File: config.mk
export PLATFORM = sky130hd
export DESIGN_NAME = reliable_udp_receiver
export DESIGN_NICKNAME = d
export VERILOG_FILES = /design/src/hw/rtl/rur_pkg.sv /design/src/hw/rtl/rur_window.sv /design/src/hw/rtl/reliable_udp_receiver.sv
export SDC_FILE = /design/constraint.sdc
export NUM_CORES = 1
export LEC_CHECK = 0
export BUFFER_PORTS_ARGS = -buffer_cell sky130_fd_sc_hd__buf_2
export CAP_MARGIN = 5
export CORE_MARGIN = 5
export CORE_UTILIZATION = 25
export CTS_BUF_LIST = sky130_fd_sc_hd__clkbuf_8
export DETAILED_ROUTE_END_ITERATION = 12
export SLEW_MARGIN = 20
export SYNTH_ARGS = -nofsm -noshare
export SYNTH_HDL_FRONTEND = slang
export SYNTH_HIERARCHICAL = 1
export SYNTH_SLANG_ARGS = --single-unit
File: constraint.sdc
create_clock -name clock -period 10.9 [get_ports clock]
set_clock_uncertainty 0.1 [all_clocks]
set_input_delay 0.545 -clock clock [delete_from_list [all_inputs] [get_ports clock]]
set_output_delay 0.545 -clock clock [all_outputs]
set_load 0.005 [all_outputs]
File: src/hw/rtl/rur_pkg.sv
// ----------------------------------------------------------------------------
// rur_pkg
// Shared types and constants of the reliable datagram receiver.
// ----------------------------------------------------------------------------
`timescale 1ns / 1ps

package rur_pkg;

   localparam int WINDOW     = 16;
   localparam int WIN_IDX_W  = $clog2(WINDOW);
   localparam int SEQ_W      = 32;
   localparam int REF_W      = 16;
   localparam int TICK_W     = 16;
   localparam int CSR_ADDR_W = 3;

   localparam logic [TICK_W-1:0] ACK_DELAY_RESET   = TICK_W'(10);
   localparam logic [TICK_W-1:0] FIN_TIMEOUT_RESET = TICK_W'(2000);

   localparam logic [0:0] REG_ACK_DELAY   = 1'b0;
   localparam logic [0:0] REG_FIN_TIMEOUT = 1'b1;

   localparam logic [1:0] CMD_PACKET = 2'd0;
   localparam logic [1:0] CMD_TICK   = 2'd1;
   localparam logic [1:0] CMD_LISTEN = 2'd2;
   localparam logic [1:0] CMD_NONE   = 2'd3;

   localparam logic [2:0] KIND_DELIVER   = 3'd0;
   localparam logic [2:0] KIND_ACK       = 3'd1;
   localparam logic [2:0] KIND_SYN_ACK   = 3'd2;
   localparam logic [2:0] KIND_FIN_ACK   = 3'd3;
   localparam logic [2:0] KIND_CLOSED_OK = 3'd4;
   localparam logic [2:0] KIND_CLOSED_TO = 3'd5;

   typedef enum logic [2:0] {
      CONN_CLOSED,
      CONN_LISTEN,
      CONN_SYN_RCVD,
      CONN_ESTABLISHED,
      CONN_FIN_RCVD
   } conn_state_type;

   typedef enum logic [1:0] {
      PH_IDLE,
      PH_EXEC,
      PH_DRAIN
   } phase_type;

   typedef struct packed {
      logic [1:0]       cmd;
      logic             checksum_ok;
      logic             flag_syn;
      logic             flag_ack;
      logic             flag_fin;
      logic [SEQ_W-1:0] conn_id;
      logic [SEQ_W-1:0] seq;
      logic [REF_W-1:0] payload_ref;
   } req_type;

   typedef struct packed {
      logic [2:0]       kind;
      logic [SEQ_W-1:0] hdr_conn_id;
      logic [SEQ_W-1:0] hdr_seq;
      logic [SEQ_W-1:0] hdr_ack;
      logic [SEQ_W-1:0] deliver_seq;
      logic [REF_W-1:0] deliver_ref;
      logic             last;
   } rsp_type;

   typedef struct packed {
      logic                 clear_all;
      logic                 set_en;
      logic [WIN_IDX_W-1:0] set_idx;
      logic [REF_W-1:0]     set_ref;
      logic                 clr_en;
      logic [WIN_IDX_W-1:0] clr_idx;
      logic [WIN_IDX_W-1:0] rd_idx;
   } win_ctl_type;

   function automatic logic [WIN_IDX_W-1:0] idx_inc(input logic [WIN_IDX_W-1:0] idx);
      logic [WIN_IDX_W-1:0] res;
      if (idx == WIN_IDX_W'(WINDOW - 1)) begin
         res = '0;
      end else begin
         res = idx + 1'b1;
      end
      return res;
   endfunction

endpackage

File: src/hw/rtl/rur_window.sv
// ----------------------------------------------------------------------------
// rur_window
// Reorder window: valid flags in flops, payload handles in a synchronous RAM.
// ----------------------------------------------------------------------------
`timescale 1ns / 1ps

module rur_window
   import rur_pkg::*;
(
   input  logic                    clock,
   input  logic                    reset,
   input  win_ctl_type             ctl,
   output logic [WINDOW-1:0]       valid,
   output logic [REF_W-1:0]        rd_ref
);

   logic [WINDOW-1:0] valid_ff;
   logic [WINDOW-1:0] valid_in;
   logic [REF_W-1:0]  mem [WINDOW];
   logic [REF_W-1:0]  rd_ref_ff;

   always_comb begin
      valid_in = valid_ff;
      if (ctl.clear_all) begin
         valid_in = '0;
      end else begin
         if (ctl.set_en) begin
            valid_in[ctl.set_idx] = 1'b1;
         end
         if (ctl.clr_en) begin
            valid_in[ctl.clr_idx] = 1'b0;
         end
      end
   end

   always_ff @(posedge clock) begin
      if (reset) begin
         valid_ff <= '0;
      end else begin
         valid_ff <= valid_in;
      end
   end

   always_ff @(posedge clock) begin
      if (ctl.set_en) begin
         mem[ctl.set_idx] <= ctl.set_ref;
      end
      rd_ref_ff <= mem[ctl.rd_idx];
   end

   assign valid  = valid_ff;
   assign rd_ref = rd_ref_ff;

endmodule

File: src/hw/rtl/reliable_udp_receiver.sv
// ----------------------------------------------------------------------------
// reliable_udp_receiver
// Receive side of a reliable datagram link with a reorder window.
// ----------------------------------------------------------------------------
// An item (packet header, tick or listen command) is taken at a clock edge
// where start is high and busy is low. Results come out on rsp_data, one per
// cycle, each marked by rsp_valid for exactly one cycle; the last result of an
// item has rsp_data.last set. The receiver cannot stall the results.
// An item is evaluated in the cycle after it is taken, and its first result
// appears in the cycle after that. An item with one result or none keeps busy
// high only while it is evaluated. An in-order packet that releases k
// buffered packets delivers them one per cycle from the window RAM. The
// window RAM read of the next slot sets that drain rate.
// busy is high from the edge that takes an item until its last result is
// shown. Configuration registers sit on the csr_ APB port at byte addresses
// 0 (ACK delay) and 4 (FIN timeout). Reset returns the link to closed, clears
// the window flags and counters, and loads the register defaults.
// ----------------------------------------------------------------------------
`timescale 1ns / 1ps

module reliable_udp_receiver
   import rur_pkg::*;
(
   input  logic                  clock,
   input  logic                  reset,
   input  logic                  start,
   output logic                  busy,
   input  req_type               req_data,
   output logic                  rsp_valid,
   output rsp_type               rsp_data,
   input  logic                  csr_psel,
   input  logic                  csr_penable,
   input  logic                  csr_pwrite,
   input  logic [CSR_ADDR_W-1:0] csr_paddr,
   input  logic [31:0]           csr_pwdata,
   output logic [31:0]           csr_prdata,
   output logic                  csr_pready
);

   phase_type             phase_ff, phase_in;
   conn_state_type        conn_ff, conn_in;
   req_type               req_ff;
   logic [SEQ_W-1:0]      local_seq_ff, local_seq_in;
   logic [SEQ_W-1:0]      exp_seq_ff, exp_seq_in;
   logic [SEQ_W-1:0]      peer_ff, peer_in;
   logic [SEQ_W-1:0]      fin_seq_ff, fin_seq_in;
   logic                  ack_pend_ff, ack_pend_in;
   logic [TICK_W-1:0]     ack_tmr_ff, ack_tmr_in;
   logic [TICK_W-1:0]     fin_tmr_ff, fin_tmr_in;
   logic [WIN_IDX_W-1:0]  head_ff, head_in;
   logic [TICK_W-1:0]     ack_wait_ff;
   logic [TICK_W-1:0]     fin_to_ff;
   logic                  rsp_valid_ff, rsp_valid_in;
   rsp_type               rsp_ff, rsp_in;
   logic                  drain_go;

   win_ctl_type           win_ctl;
   logic [WINDOW-1:0]     win_valid;
   logic [REF_W-1:0]      win_ref;

   logic                  accept;
   logic                  good;
   logic [WIN_IDX_W-1:0]  head_nxt;
   logic [SEQ_W-1:0]      seq_p1;
   logic [SEQ_W-1:0]      off;
   logic [WIN_IDX_W:0]    slot_sum;
   logic [WIN_IDX_W-1:0]  slot_idx;
   logic                  csr_wr;

   rur_window u_window (
      .clock  (clock),
      .reset  (reset),
      .ctl    (win_ctl),
      .valid  (win_valid),
      .rd_ref (win_ref)
   );

   assign accept   = start && (phase_ff == PH_IDLE);
   assign good     = req_ff.checksum_ok && (req_ff.conn_id == peer_ff);
   assign head_nxt = idx_inc(head_ff);
   assign seq_p1   = req_ff.seq + 1'b1;
   assign off      = req_ff.seq - exp_seq_ff;
   assign slot_sum = {1'b0, head_ff} + {1'b0, off[WIN_IDX_W-1:0]};

   // Head plus offset stays below twice the window, so one subtract wraps it.
   always_comb begin
      if (slot_sum >= (WIN_IDX_W+1)'(WINDOW)) begin
         slot_idx = WIN_IDX_W'(slot_sum - (WIN_IDX_W+1)'(WINDOW));
      end else begin
         slot_idx = slot_sum[WIN_IDX_W-1:0];
      end
   end

   // Phase sequencing.
   always_comb begin
      phase_in = phase_ff;
      unique case (phase_ff)
         PH_IDLE: begin
            if (accept) begin
               phase_in = PH_EXEC;
            end
         end
         PH_EXEC, PH_DRAIN: begin
            phase_in = drain_go ? PH_DRAIN : PH_IDLE;
         end
         default: phase_in = PH_IDLE;
      endcase
   end

   // Link state update and result formation.
   always_comb begin
      conn_in      = conn_ff;
      local_seq_in = local_seq_ff;
      exp_seq_in   = exp_seq_ff;
      peer_in      = peer_ff;
      fin_seq_in   = fin_seq_ff;
      ack_pend_in  = ack_pend_ff;
      ack_tmr_in   = ack_tmr_ff;
      fin_tmr_in   = fin_tmr_ff;
      head_in      = head_ff;
      rsp_valid_in = 1'b0;
      rsp_in       = '0;
      rsp_in.last  = 1'b1;
      drain_go     = 1'b0;
      win_ctl         = '0;
      win_ctl.set_idx = slot_idx;
      win_ctl.set_ref = req_ff.payload_ref;
      win_ctl.clr_idx = head_ff;
      win_ctl.rd_idx  = head_nxt;

      if (phase_ff == PH_DRAIN) begin
         rsp_valid_in       = 1'b1;
         rsp_in.kind        = KIND_DELIVER;
         rsp_in.deliver_seq = exp_seq_ff;
         rsp_in.deliver_ref = win_ref;
         rsp_in.last        = !win_valid[head_nxt];
         win_ctl.clr_en     = 1'b1;
         exp_seq_in         = exp_seq_ff + 1'b1;
         head_in            = head_nxt;
         drain_go           = win_valid[head_nxt];
      end else if (phase_ff == PH_EXEC) begin
         priority if (req_ff.cmd == CMD_LISTEN) begin
            if (conn_ff == CONN_CLOSED) begin
               conn_in = CONN_LISTEN;
            end
         end else if (req_ff.cmd == CMD_TICK) begin
            if (conn_ff == CONN_ESTABLISHED && ack_pend_ff) begin
               if (ack_tmr_ff <= TICK_W'(1)) begin
                  ack_pend_in        = 1'b0;
                  ack_tmr_in         = '0;
                  rsp_valid_in       = 1'b1;
                  rsp_in.kind        = KIND_ACK;
                  rsp_in.hdr_conn_id = peer_ff;
                  rsp_in.hdr_seq     = local_seq_ff;
                  rsp_in.hdr_ack     = exp_seq_ff;
                  local_seq_in       = local_seq_ff + 1'b1;
               end else begin
                  ack_tmr_in = ack_tmr_ff - 1'b1;
               end
            end else if (conn_ff == CONN_FIN_RCVD) begin
               if (fin_tmr_ff <= TICK_W'(1)) begin
                  fin_tmr_in   = '0;
                  rsp_valid_in = 1'b1;
                  rsp_in.kind  = KIND_CLOSED_TO;
                  conn_in      = CONN_CLOSED;
               end else begin
                  fin_tmr_in = fin_tmr_ff - 1'b1;
               end
            end
         end else if (req_ff.cmd == CMD_PACKET) begin
            unique case (conn_ff)
               CONN_LISTEN: begin
                  if (req_ff.checksum_ok && req_ff.flag_syn && !req_ff.flag_ack) begin
                     peer_in            = req_ff.conn_id;
                     rsp_valid_in       = 1'b1;
                     rsp_in.kind        = KIND_SYN_ACK;
                     rsp_in.hdr_conn_id = req_ff.conn_id;
                     rsp_in.hdr_seq     = local_seq_ff;
                     rsp_in.hdr_ack     = seq_p1;
                     local_seq_in       = local_seq_ff + 1'b1;
                     conn_in            = CONN_SYN_RCVD;
                  end
               end
               CONN_SYN_RCVD: begin
                  if (good && req_ff.flag_ack) begin
                     exp_seq_in         = seq_p1;
                     rsp_valid_in       = 1'b1;
                     rsp_in.kind        = KIND_ACK;
                     rsp_in.hdr_conn_id = peer_ff;
                     rsp_in.hdr_seq     = local_seq_ff;
                     rsp_in.hdr_ack     = seq_p1;
                     local_seq_in       = local_seq_ff + 1'b1;
                     win_ctl.clear_all  = 1'b1;
                     head_in            = '0;
                     ack_pend_in        = 1'b0;
                     ack_tmr_in         = '0;
                     conn_in            = CONN_ESTABLISHED;
                  end
               end
               CONN_ESTABLISHED: begin
                  if (good) begin
                     priority if (req_ff.flag_fin) begin
                        exp_seq_in         = seq_p1;
                        ack_pend_in        = 1'b0;
                        ack_tmr_in         = '0;
                        fin_seq_in         = local_seq_ff;
                        rsp_valid_in       = 1'b1;
                        rsp_in.kind        = KIND_FIN_ACK;
                        rsp_in.hdr_conn_id = peer_ff;
                        rsp_in.hdr_seq     = local_seq_ff;
                        rsp_in.hdr_ack     = seq_p1;
                        local_seq_in       = local_seq_ff + 1'b1;
                        fin_tmr_in         = fin_to_ff;
                        conn_in            = CONN_FIN_RCVD;
                     end else if (req_ff.seq == exp_seq_ff) begin
                        rsp_valid_in       = 1'b1;
                        rsp_in.kind        = KIND_DELIVER;
                        rsp_in.deliver_seq = req_ff.seq;
                        rsp_in.deliver_ref = req_ff.payload_ref;
                        rsp_in.last        = !win_valid[head_nxt];
                        win_ctl.clr_en     = 1'b1;
                        exp_seq_in         = exp_seq_ff + 1'b1;
                        head_in            = head_nxt;
                        drain_go           = win_valid[head_nxt];
                        if (!ack_pend_ff) begin
                           ack_pend_in = 1'b1;
                           ack_tmr_in  = ack_wait_ff;
                        end
                     end else begin
                        // Old packets and future ones both get an immediate ACK;
                        // only future ones inside the window are kept.
                        if (req_ff.seq > exp_seq_ff && off < SEQ_W'(WINDOW)
                            && !win_valid[slot_idx]) begin
                           win_ctl.set_en = 1'b1;
                        end
                        ack_pend_in        = 1'b0;
                        rsp_valid_in       = 1'b1;
                        rsp_in.kind        = KIND_ACK;
                        rsp_in.hdr_conn_id = peer_ff;
                        rsp_in.hdr_seq     = local_seq_ff;
                        rsp_in.hdr_ack     = exp_seq_ff;
                        local_seq_in       = local_seq_ff + 1'b1;
                     end
                  end
               end
               CONN_FIN_RCVD: begin
                  rsp_valid_in = 1'b1;
                  if (good && req_ff.flag_ack && !req_ff.flag_fin) begin
                     rsp_in.kind = KIND_CLOSED_OK;
                     conn_in     = CONN_CLOSED;
                  end else begin
                     rsp_in.kind        = KIND_FIN_ACK;
                     rsp_in.hdr_conn_id = peer_ff;
                     rsp_in.hdr_seq     = fin_seq_ff;
                     rsp_in.hdr_ack     = exp_seq_ff;
                  end
               end
               default: begin
               end
            endcase
         end else begin
         end
      end
   end

   always_ff @(posedge clock) begin
      if (reset) begin
         phase_ff     <= PH_IDLE;
         conn_ff      <= CONN_CLOSED;
         local_seq_ff <= '0;
         exp_seq_ff   <= '0;
         peer_ff      <= '0;
         fin_seq_ff   <= '0;
         ack_pend_ff  <= 1'b0;
         ack_tmr_ff   <= '0;
         fin_tmr_ff   <= '0;
         head_ff      <= '0;
         rsp_valid_ff <= 1'b0;
      end else begin
         phase_ff     <= phase_in;
         conn_ff      <= conn_in;
         local_seq_ff <= local_seq_in;
         exp_seq_ff   <= exp_seq_in;
         peer_ff      <= peer_in;
         fin_seq_ff   <= fin_seq_in;
         ack_pend_ff  <= ack_pend_in;
         ack_tmr_ff   <= ack_tmr_in;
         fin_tmr_ff   <= fin_tmr_in;
         head_ff      <= head_in;
         rsp_valid_ff <= rsp_valid_in;
      end
   end

   always_ff @(posedge clock) begin
      if (accept) begin
         req_ff <= req_data;
      end
      rsp_ff <= rsp_in;
   end

   assign csr_wr = csr_psel && csr_penable && csr_pwrite;

   always_ff @(posedge clock) begin
      if (reset) begin
         ack_wait_ff <= ACK_DELAY_RESET;
         fin_to_ff   <= FIN_TIMEOUT_RESET;
      end else if (csr_wr) begin
         if (csr_paddr[2] == REG_ACK_DELAY) begin
            ack_wait_ff <= csr_pwdata[TICK_W-1:0];
         end else begin
            fin_to_ff <= csr_pwdata[TICK_W-1:0];
         end
      end
   end

   assign csr_prdata = (csr_paddr[2] == REG_FIN_TIMEOUT) ? {16'd0, fin_to_ff}
                                                         : {16'd0, ack_wait_ff};
   assign csr_pready = 1'b1;
   assign busy       = (phase_ff != PH_IDLE);
   assign rsp_valid  = rsp_valid_ff;
   assign rsp_data   = rsp_ff;

endmodule

# Word-level counts from Yosys, hierarchy flattened
# Memories as Yosys holds them, arrays and structs flattened. A register that Yosys moved wholly into a read port is not among the register bits.
# Cells that the tools add are included.
[word_totals]
register_bits = 453
latch_bits = 0
ramBits = 256
mem_bits_ro = 0
inputBits = 127
output_inout_bits = 183
wordCells = 293
mem_count = 1
[memory_table]
columns = ["name", "depth", "word_bits", "rd", "rd_clocked_by_memory_dff", "wr", "line_no", "source"]
rows = [
  ["u_window.mem", 16, 16, 1, 1, 1, "rur_window.sv:19", "logic [REF_W-1:0] mem [WINDOW];"],
]
[op_classes]
addsub = 9
n_mul = 0
div_mod_pow = 0
n_lt_le_gt_ge = 10
eq_ne = 38
shifts = 0
mux = 152
bitwise = 8
reduce_logical = 46
[op_table]
columns = ["operator", "count"]
rows = [
  ["2-to-1 mux 32 bit", 18],
  ["one-hot mux 99 bit (4 select lines)", 1],
  ["2-to-1 mux 49 bit", 7],
  ["2-to-1 mux 16 bit", 21],
  ["2-to-1 mux 148 bit", 2],
  ["2-to-1 mux 96 bit", 3],
  ["2-to-1 mux 98 bit", 2],
  ["2-to-1 mux 97 bit", 2],
  ["2-to-1 mux 99 bit", 1],
  ["adder 32 x 1 -> 32 bit (second input constant)", 3],
  ["one-hot mux 32 bit (3 select lines)", 1],
  ["equality test 32 bit", 2],
  ["one-hot mux 32 bit (2 select lines)", 1],
  ["2-to-1 mux 1 bit", 49],
  ["2-to-1 mux 3 bit", 16],
  ["2-to-1 mux 4 bit", 11],
  ["> comparator 32 bit", 1],
  ["less-or-equal comparator 16 x 1 -> 1 bit (second input constant)", 2],
  ["< comparator 32 x 5 -> 1 bit (second input constant)", 1],
  ["one-hot mux 16 bit (2 select lines)", 1],
  ["subtractor 16 x 1 -> 16 bit (second input constant)", 2],
  ["subtractor 32 bit", 1],
  ["AND reduction 9 bit", 3],
  ["inequality test 4 bit (second input constant)", 6],
  ["45 further kinds", 106],
]

# Longest topological paths before layout
# Gate-level depths: netlist of the first run.
[depth]
depth_word = 22
ltp_mapped = 17
mapped_depth_nobuf = 17

# By module
# The synthesis of the first run kept the hierarchy.
[by_module_without_submodules]
columns = ["mod", "instances", "cells_each", "area_each_um2", "seq_area_each_um2"]
rows = [
  ["reliable_udp_receiver", 1, 2282, 20417.1, 9609.2],
  ["rur_window", 1, 481, 10620.2, 8328.0],
]

# Worst setup path before layout of the first run
# Ideal clock, no wire load.
[synth_path]
path_type = "register to register"
start = "reg req_ff[16] in the netlist's numbering"
end = "reg u_window.valid_ff[2], in the netlist u_window/valid[2]"
setup_time_ns = 0.065
arrival_time_ns = 5.927
t_required_ns = 10.735
slack_ns = 4.808
stages_incl_launch_ff = 15
period_less_slack_ns = 6.092
path_cell_list = "edfxtp_1 -> inv_1 -> ha_1 -> fa_1 -> fa_1 -> mux4_2 -> mux4_2 -> nor2_1 -> nand4_1 -> a2111oi_0 -> nand4_1 -> nor4_1 -> nand2_1 -> nor4_1 -> o221a_2"
[synth_lines]
columns = ["item", "line_no", "source"]
rows = [
  ["start: declaration", "reliable_udp_receiver.sv:42", "req_type req_ff;"],
  ["start signal: assignment", "reliable_udp_receiver.sv:296", "req_ff <= req_data;"],
  ["end signal: assignment", "rur_window.sv:40", "valid_ff <= valid_in;"],
  ["end: declaration", "rur_window.sv:17", "logic [WINDOW-1:0] valid_ff;"],
]

==> results of run 1 <==
-- power by group --
part	total (uW)	leakage [uW]	internal (uW)	switching, uW
logic	268	0.00619	109	159
registers	2930	0.00621	2890	46.8
clock network	2580	0.00150	1400	1180
-- layout make-up --
cell class	instances	area, um^2	share of cell area
flip-flops and latches	725	17900	0.472
multi-input cells	1799	12300	0.324
repair buffers	418	2730	0.0717
clock buffers	151	2080	0.0546
well taps	1637	2050	0.0539
clock inverters	89	574	0.0151
inverters	91	342	0.00898
diodes	4	10.0	0.000263
-- final timing paths --
| check | startpoint | to | cells past startpoint |
|---|---|---|---|
| worst max-delay path | req_ff[16] | u_window/mem[3][7] | 17 |
| worst min-delay path | csr_penable | ack_wait_ff[0] | 6 |
| worst max register to register | req_ff[16] | u_window/mem[3][7] | 17 |
| worst min register to register | fin_seq_ff[15] | rsp_data[96] | 1 |
-- flip-flops by register name, indices dropped and copies added, names as in the netlist, 2 cells and up --
| register | cells |
|---|---|
| u_window/valid | 16 |
| exp_seq_ff | 32 |
| conn_ff | 3 |
| fin_to_ff | 16 |
| phase_ff | 2 |
| fin_tmr_ff | 16 |
| u_window/rd_ref | 16 |
| local_seq_ff | 32 |
| fin_seq_ff | 32 |
| u_window/mem | 256 |
| req_ff | 86 |
| peer_ff | 32 |
| ack_wait_ff | 16 |
| rsp_data | 148 |
| head_ff | 4 |
| ack_tmr_ff | 16 |
-- cells in the mapped netlist (10+ instances only) --
cell / instances
clkbuf_1: 124
nand2b_1: 21
mux2_2: 18
nor3_1: 58
o21ai_0: 155
a21oi_1: 150
nor4_1: 27
nor2b_1: 13
mux2i_1: 41
nor2_1: 216
buf_1: 10
inv_1: 90
dfxtp_1: 383
a22oi_1: 53
a21o_1: 17
nand3_1: 71
o31ai_1: 13
o221a_2: 16
edfxtp_1: 342
ha_1: 53
mux4_2: 66
o211ai_1: 14
xor2_1: 51
xnor2_1: 62
nand2_1: 353
or3_1: 17
a31oi_1: 14
and3_1: 18
nand4_1: 32
a211oi_1: 18
buf_4: 20
a22o_1: 82
-- cell families after synthesis --
group | share of synthesized area
simple gates | 0.129
flops | 0.578
compound gates | 0.129
buf+inv | 0.0343
mux | 0.0744
xor+xnor | 0.0319
fa+ha+maj | 0.0227
other cells | 0.000242
-- stage by stage --
| step | setup WS (ns) | cell area, um^2 |
|---|---|---|
| 3_5_place_dp | 4.11 | 34300 |
| 5_1_grt | 3.91 | 38000 |
| 4_1_cts | 4.07 | 38000 |
| 2_1_floorplan | 4.81 | 31100 |
| 3_3_place_gp | 4.12 | 34300 |
| 6_report | 4.27 | 38000 |
-- layer usage --
layer | wire length [um] | up-vias | global-route usage
met5 | 26 | - | 0
met1 | 40700 | 11400 | 0.182
met4 | 2640 | 4 | 0.0481
li1 | - | 10900 | -
met3 | 7850 | 176 | 0.0452
met2 | 41900 | 823 | 0.213
-- timing repair --
action	4_1_cts	5_1_grt
hold buffers	104	0
endpoints found under the hold margin	140	0
buffers inserted	0	0
-- worst register-to-register path: cells and delay by family (launching register included) --
family	cells	cell delay (ns)
and+or+nand+nor	6	2.15
buffers and inverters	3	0.42
adders and majority gates	3	1.06
DFF	1	0.54
AOI/OAI and AO/OA	3	0.67
muxes	1	0.49
xor gates and xnor gates	1	0.79
==> flow_metrics.py, run 1 <==
metrics = {
    "pwr": {
        "power_uw": 5780,
        "power_density_nw_per_um2": 152,
        "leakage_uw": 0.0139,
        "peakVddDrop_uv": 123,
    },
    "clocking": {
        "cts_tree": "built",
        "clk_latency_ns": 0.83,
        "cts-root-buf": "clkbuf_8",
        "clock-sinks": 725,
        "path_clk_slew_ns": 0.06,
        "cts_made_buffers": 133,
        "htree_num_levels": 4,
        "ctsResizeCount": 0,
        "clk_path_buf_depth": 3,
    },
    "global_routing": {
        "grt_pass1_vias": 23000,
        "grt_max_degree": 80,
        "grt_pass1_wl_um": 140000,
        "track_usage": 0.138,
        "antenna_found_initial": 15,
        "grt_overflow_total": 0,
    },
    "timing": {
        "relSlewSlack": 0.209,
        "whs_ns": 0.247,
        "rsz0062_at_grt": "no",
        "finalHoldViolations": 0,
        "tightestPinTransition_ns": 1.18,
        "max_freq_ghz": 0.151,
        "setup-tns-final_ns": 0,
        "setup_viol": 0,
        "period_share": 0.608,
        "fin_crit_ns": 6.63,
        "finalMaxSlewViolations": 0,
    },
    "layout": {
        "area_growth_pct": 22.5,
        "n_fill_cell": 12600,
        "drive_above_1_share": 0.200,
        "postLayoutCoreUtil": 0.308,
        "nNetsFinal": 3350,
        "most-common-layout-cells": "dfxtp_1 (383), nand2_1 (353), edfxtp_1 (342)",
        "final_common_cell": "dfxtp_1",
        "fin_cells": 4914,
    },
    "logic_synthesis": {
        "syn_avg_cell_area_um2": 11.2,
        "netlist_top_cells_area": "edfxtp_1 (33%), dfxtp_1 (25%), mux4_2 (4.8%)",
        "yosys.area.top_type": "edfxtp_1",
        "async_flop_share": 0,
        "synth_edf_count": 342,
        "synth_cells": 2763,
        "ys_warn_count": 6,
        "synth_area_um2": 31000,
        "ys_seq_area_frac": 0.578,
        "ys.flop_type": "dfxtp_1",
        "synthDistinctLibCells": 82,
        "post-synth-top-area-fraction": 0.331,
        "ys_seq_elements": 725,
    },
    "floorplanning": {
        "fp.dieH_um": 362,
        "start_util": 0.251,
        "fp.coreArea_um2": 123000,
        "io_pins": 310,
        "dieArea_um2": 131000,
        "num_rows": 129,
        "die_w_um": 362,
    },
    "critical_path": {
        "cp_top_family": "simple AND/OR/NAND/NOR gates",
        "slowest_stage": "nor3_4",
        "start_kind": "flop",
        "cp_max_fo": 17,
        "critPathKind": "reg -> reg",
        "cp-end-kind": "flop",
        "crit_arrival_ns": 6.94,
        "r2r_slack_ns": 4.27,
        "required_ns": 11.22,
        "critical_path.max_stage_delay_ns": 0.97,
        "crit_chain": "inv_1 -> ha_1 -> fa_1 -> inv_1 -> ha_1 -> a21o_1 -> a21oi_1 -> xor2_1 -> mux4_2 -> nor2_1 -> nand4_1 -> a2111oi_0 -> nand4_1 -> nor4_1 -> buf_4 -> nand2_1 -> nor3_4",
        "crit_buf_inv": 3,
    },
    "placement": {
        "io_buffers": 274,
        "dp_hpwl_um": 62000,
        "place_inst": 4565,
        "gp_congestion": 0.836,
    },
    "detailed_routing": {
        "vias": 23400,
        "postRouteAntennaNets": 0,
        "drt-total-wl_um": 93100,
        "avgRoutedWirePerCell_um": 18.9,
        "detail_route.first_pass.iterations": 5,
        "route.detailed.drc": 0,
        "first_iter_violations": 1724,
        "vias_per_cell": 4.76,
    },
    "hold_path": {
        "min_path_type": "in -> reg",
    },
    "run_status": {
        "status": "complete, no violations",
    },
    "flow_run": {
        "cap_violations": 0,
    },
}
(Power assumes the default switching activity.)
==> run 2, diff against run 1 <==
==> constraint.sdc (replaced) <==
create_clock -name clock -period 6.6 [get_ports clock]
set_clock_uncertainty 0.1 [all_clocks]
set_input_delay 0.33 -clock clock [delete_from_list [all_inputs] [get_ports clock]]
set_output_delay 0.33 -clock clock [all_outputs]
set_load 0.005 [all_outputs]
==> run 2 against run 1 <==
Effect of this change: die area did not move; critical path type unchanged; non-clock buffer count rose by 31; global-route usage barely moved; utilization rose by 0.29 points; critical endpoint is now u_window/mem[9][3]; clock power rose by 71%; count of clock-buffer cells in the layout rose by 4; cell count rose by 0.75%; power rose by 68%; register-to-register slack got worse by 3.4 ns; setup slack got worse by 3.4 ns.
==> flow_metrics.py, run 2 (synthesis gave the netlist of run 1 again) <==
metrics = {
    "placement": {
        "io_buffers": 274,
        "pre_cts_ws_ns": 0.915,
        "gp_congestion": 0.825,
        "place_area_um2": 34300,
        "dp_hpwl_um": 62200,
    },
    "hold_path": {
        "holdPathStages": 2,
        "min_from": "req_data[35]",
        "min_path_type": "in -> reg",
        "min_to": "req_ff[35]",
    },
    "timing": {
        "setup-tns-final_ns": 0,
        "max_freq_ghz": 0.173,
        "setup_viol": 0,
        "tightestPinTransition_ns": 1.17,
        "finalHoldViolations": 0,
        "finalMaxSlewViolations": 0,
        "fin_ws_ns": 0.830,
        "relSlewSlack": 0.220,
        "period_share": 0.874,
        "fin_crit_ns": 5.77,
        "rsz0062_at_grt": "no",
    },
    "critical_path": {
        "reg2reg_depth": 18,
        "critPathKind": "reg -> reg",
        "crit_chain": "inv_1 -> ha_1 -> fa_1 -> inv_1 -> ha_1 -> a21o_1 -> a21oi_1 -> xor2_1 -> mux4_2 -> nor2_1 -> nand4_1 -> a2111oi_0 -> nand4_1 -> nor4_1 -> buf_4 -> nand2b_1 -> nor3_2 -> buf_4",
        "required_ns": 6.94,
        "cp_top_family": "simple AND/OR/NAND/NOR gates",
        "crit_arrival_ns": 6.11,
        "slowest_stage": "xor2_1",
        "r2r_slack_ns": 0.83,
        "r2r_end": "u_window/mem[9][3]",
        "cp-end-kind": "flop",
        "cp_max_fo": 17,
        "cp-startpoint": "req_ff[16]",
        "worstReg2RegStart": "req_ff[16]",
        "start_kind": "flop",
        "crit_buf_inv": 4,
        "critical_path.max_stage_delay_ns": 0.65,
    },
    "clocking": {
        "htree_num_levels": 4,
        "holdBufCountCts": 125,
        "clk_latency_ns": 0.83,
        "cts_made_buffers": 131,
        "cts_setup_buffers": 0,
        "clk_path_buf_depth": 3,
        "ctsResizeCount": 0,
        "cts_tree": "built",
        "cts-root-buf": "clkbuf_8",
        "clock-sinks": 725,
        "path_clk_slew_ns": 0.06,
    },
    "layout": {
        "largest_reg_flops": 256,
        "final_common_cell": "dfxtp_1",
        "drive_above_1_share": 0.202,
        "nNetsFinal": 3379,
        "max_flop_register": "u_window/mem",
        "area_growth_pct": 23.7,
        "final_area_um2": 38400,
        "most-common-layout-cells": "dfxtp_1 (383), nand2_1 (353), edfxtp_1 (342)",
    },
    "global_routing": {
        "grt_max_degree": 154,
        "track_usage": 0.138,
        "antenna_found_initial": 15,
        "grt_overflow_total": 0,
        "grt_pass1_wl_um": 141000,
        "grt_pass1_vias": 23200,
    },
    "floorplanning": {
        "fp.coreArea_um2": 123000,
        "fp.dieH_um": 362,
        "io_pins": 310,
        "num_rows": 129,
        "die_w_um": 362,
        "dieArea_um2": 131000,
        "start_util": 0.251,
    },
    "detailed_routing": {
        "detail_route.first_pass.iterations": 5,
        "postRouteAntennaNets": 0,
        "avgRoutedWirePerCell_um": 18.8,
        "vias": 23400,
        "first_iter_violations": 1857,
        "vias_per_cell": 4.73,
        "drt-total-wl_um": 93300,
        "route.detailed.drc": 0,
    },
    "pwr": {
        "leakage_uw": 0.0140,
        "seqPwrFrac": 0.499,
        "power_frac_clock": 0.454,
        "sw_frac_of_total": 0.240,
        "power_density_nw_per_um2": 252,
        "p_sw_uw": 2330,
        "p_int_uw": 7370,
        "peakVddDrop_uv": 189,
        "comb_power_share": 0.046,
    },
    "flow_run": {
        "cap_violations": 0,
    },
    "run_status": {
        "status": "complete, no violations",
    },
}
run 2: changes by cell type in the layout (fill, tap and decap cells not counted), moves of 7 or more:
cell | before | now
nor3_4 | 8 | 0
buf_4 | 39 | 49
clkinv_2 | 9 | 16
nor3_2 | 3 | 11
dlygate4sd3_1 | 104 | 125
run 2: power groups by stage:
| stage | combinational [uW] | clock, uW | sequential (uW) |
|---|---|---|---|
| 5_1_grt | 495 | 4780 | 4850 |
| 2_1_floorplan | 259 | 0 | 4910 |
| 6_report | 448 | 4400 | 4840 |
| 3_5_place_dp | 394 | 0 | 4940 |
| 3_3_place_gp | 393 | 0 | 4930 |
| 4_1_cts | 452 | 4570 | 4840 |
run 2: per-stage QoR:
step	util	power (uW)	std cells	hold slack (ns)
after floorplan	-	5170	2778	0.329
after global placement	0.278	5330	4576	0.336
after detailed placement	0.278	5330	4576	0.340
after CTS	0.311	9860	4941	0.000985
after global routing	0.311	10100	4943	0.0426
final	0.311	9690	4951	0.117
run 2: area by class of cell:
class                      instances  area (um^2)
fill                           12500        85100
sequential                       725        17900
multi-input combinational       1799        12300
timing repair buffer             449         3020
clock buffer                     155         2130
tap                             1637         2050
clock inverter                    85          641
inverter                          91          342
antenna                           10         25.0
run 2: metal layers:
metal | wire length (um) | track usage | vias up
li1 | - | - | 11000
met1 | 40700 | 0.180 | 11500
met2 | 42800 | 0.218 | 721
met3 | 7450 | 0.0443 | 159
met4 | 2360 | 0.0466 | 4
met5 | 27 | 0 | -
run 2: how the worst max path moves through the flow:
stage	end	slack (ns)	depth (start not counted)
after detailed placement	u_window/mem[4][6]	0.91	18
after CTS	u_window/mem[4][3]	0.86	18
after global placement	u_window/mem[4][7]	1.01	18
after global routing	u_window/mem[3][1]	0.58	18
final	u_window/mem[9][3]	0.83	18
after floorplan	u_window/valid[2]	0.51	14
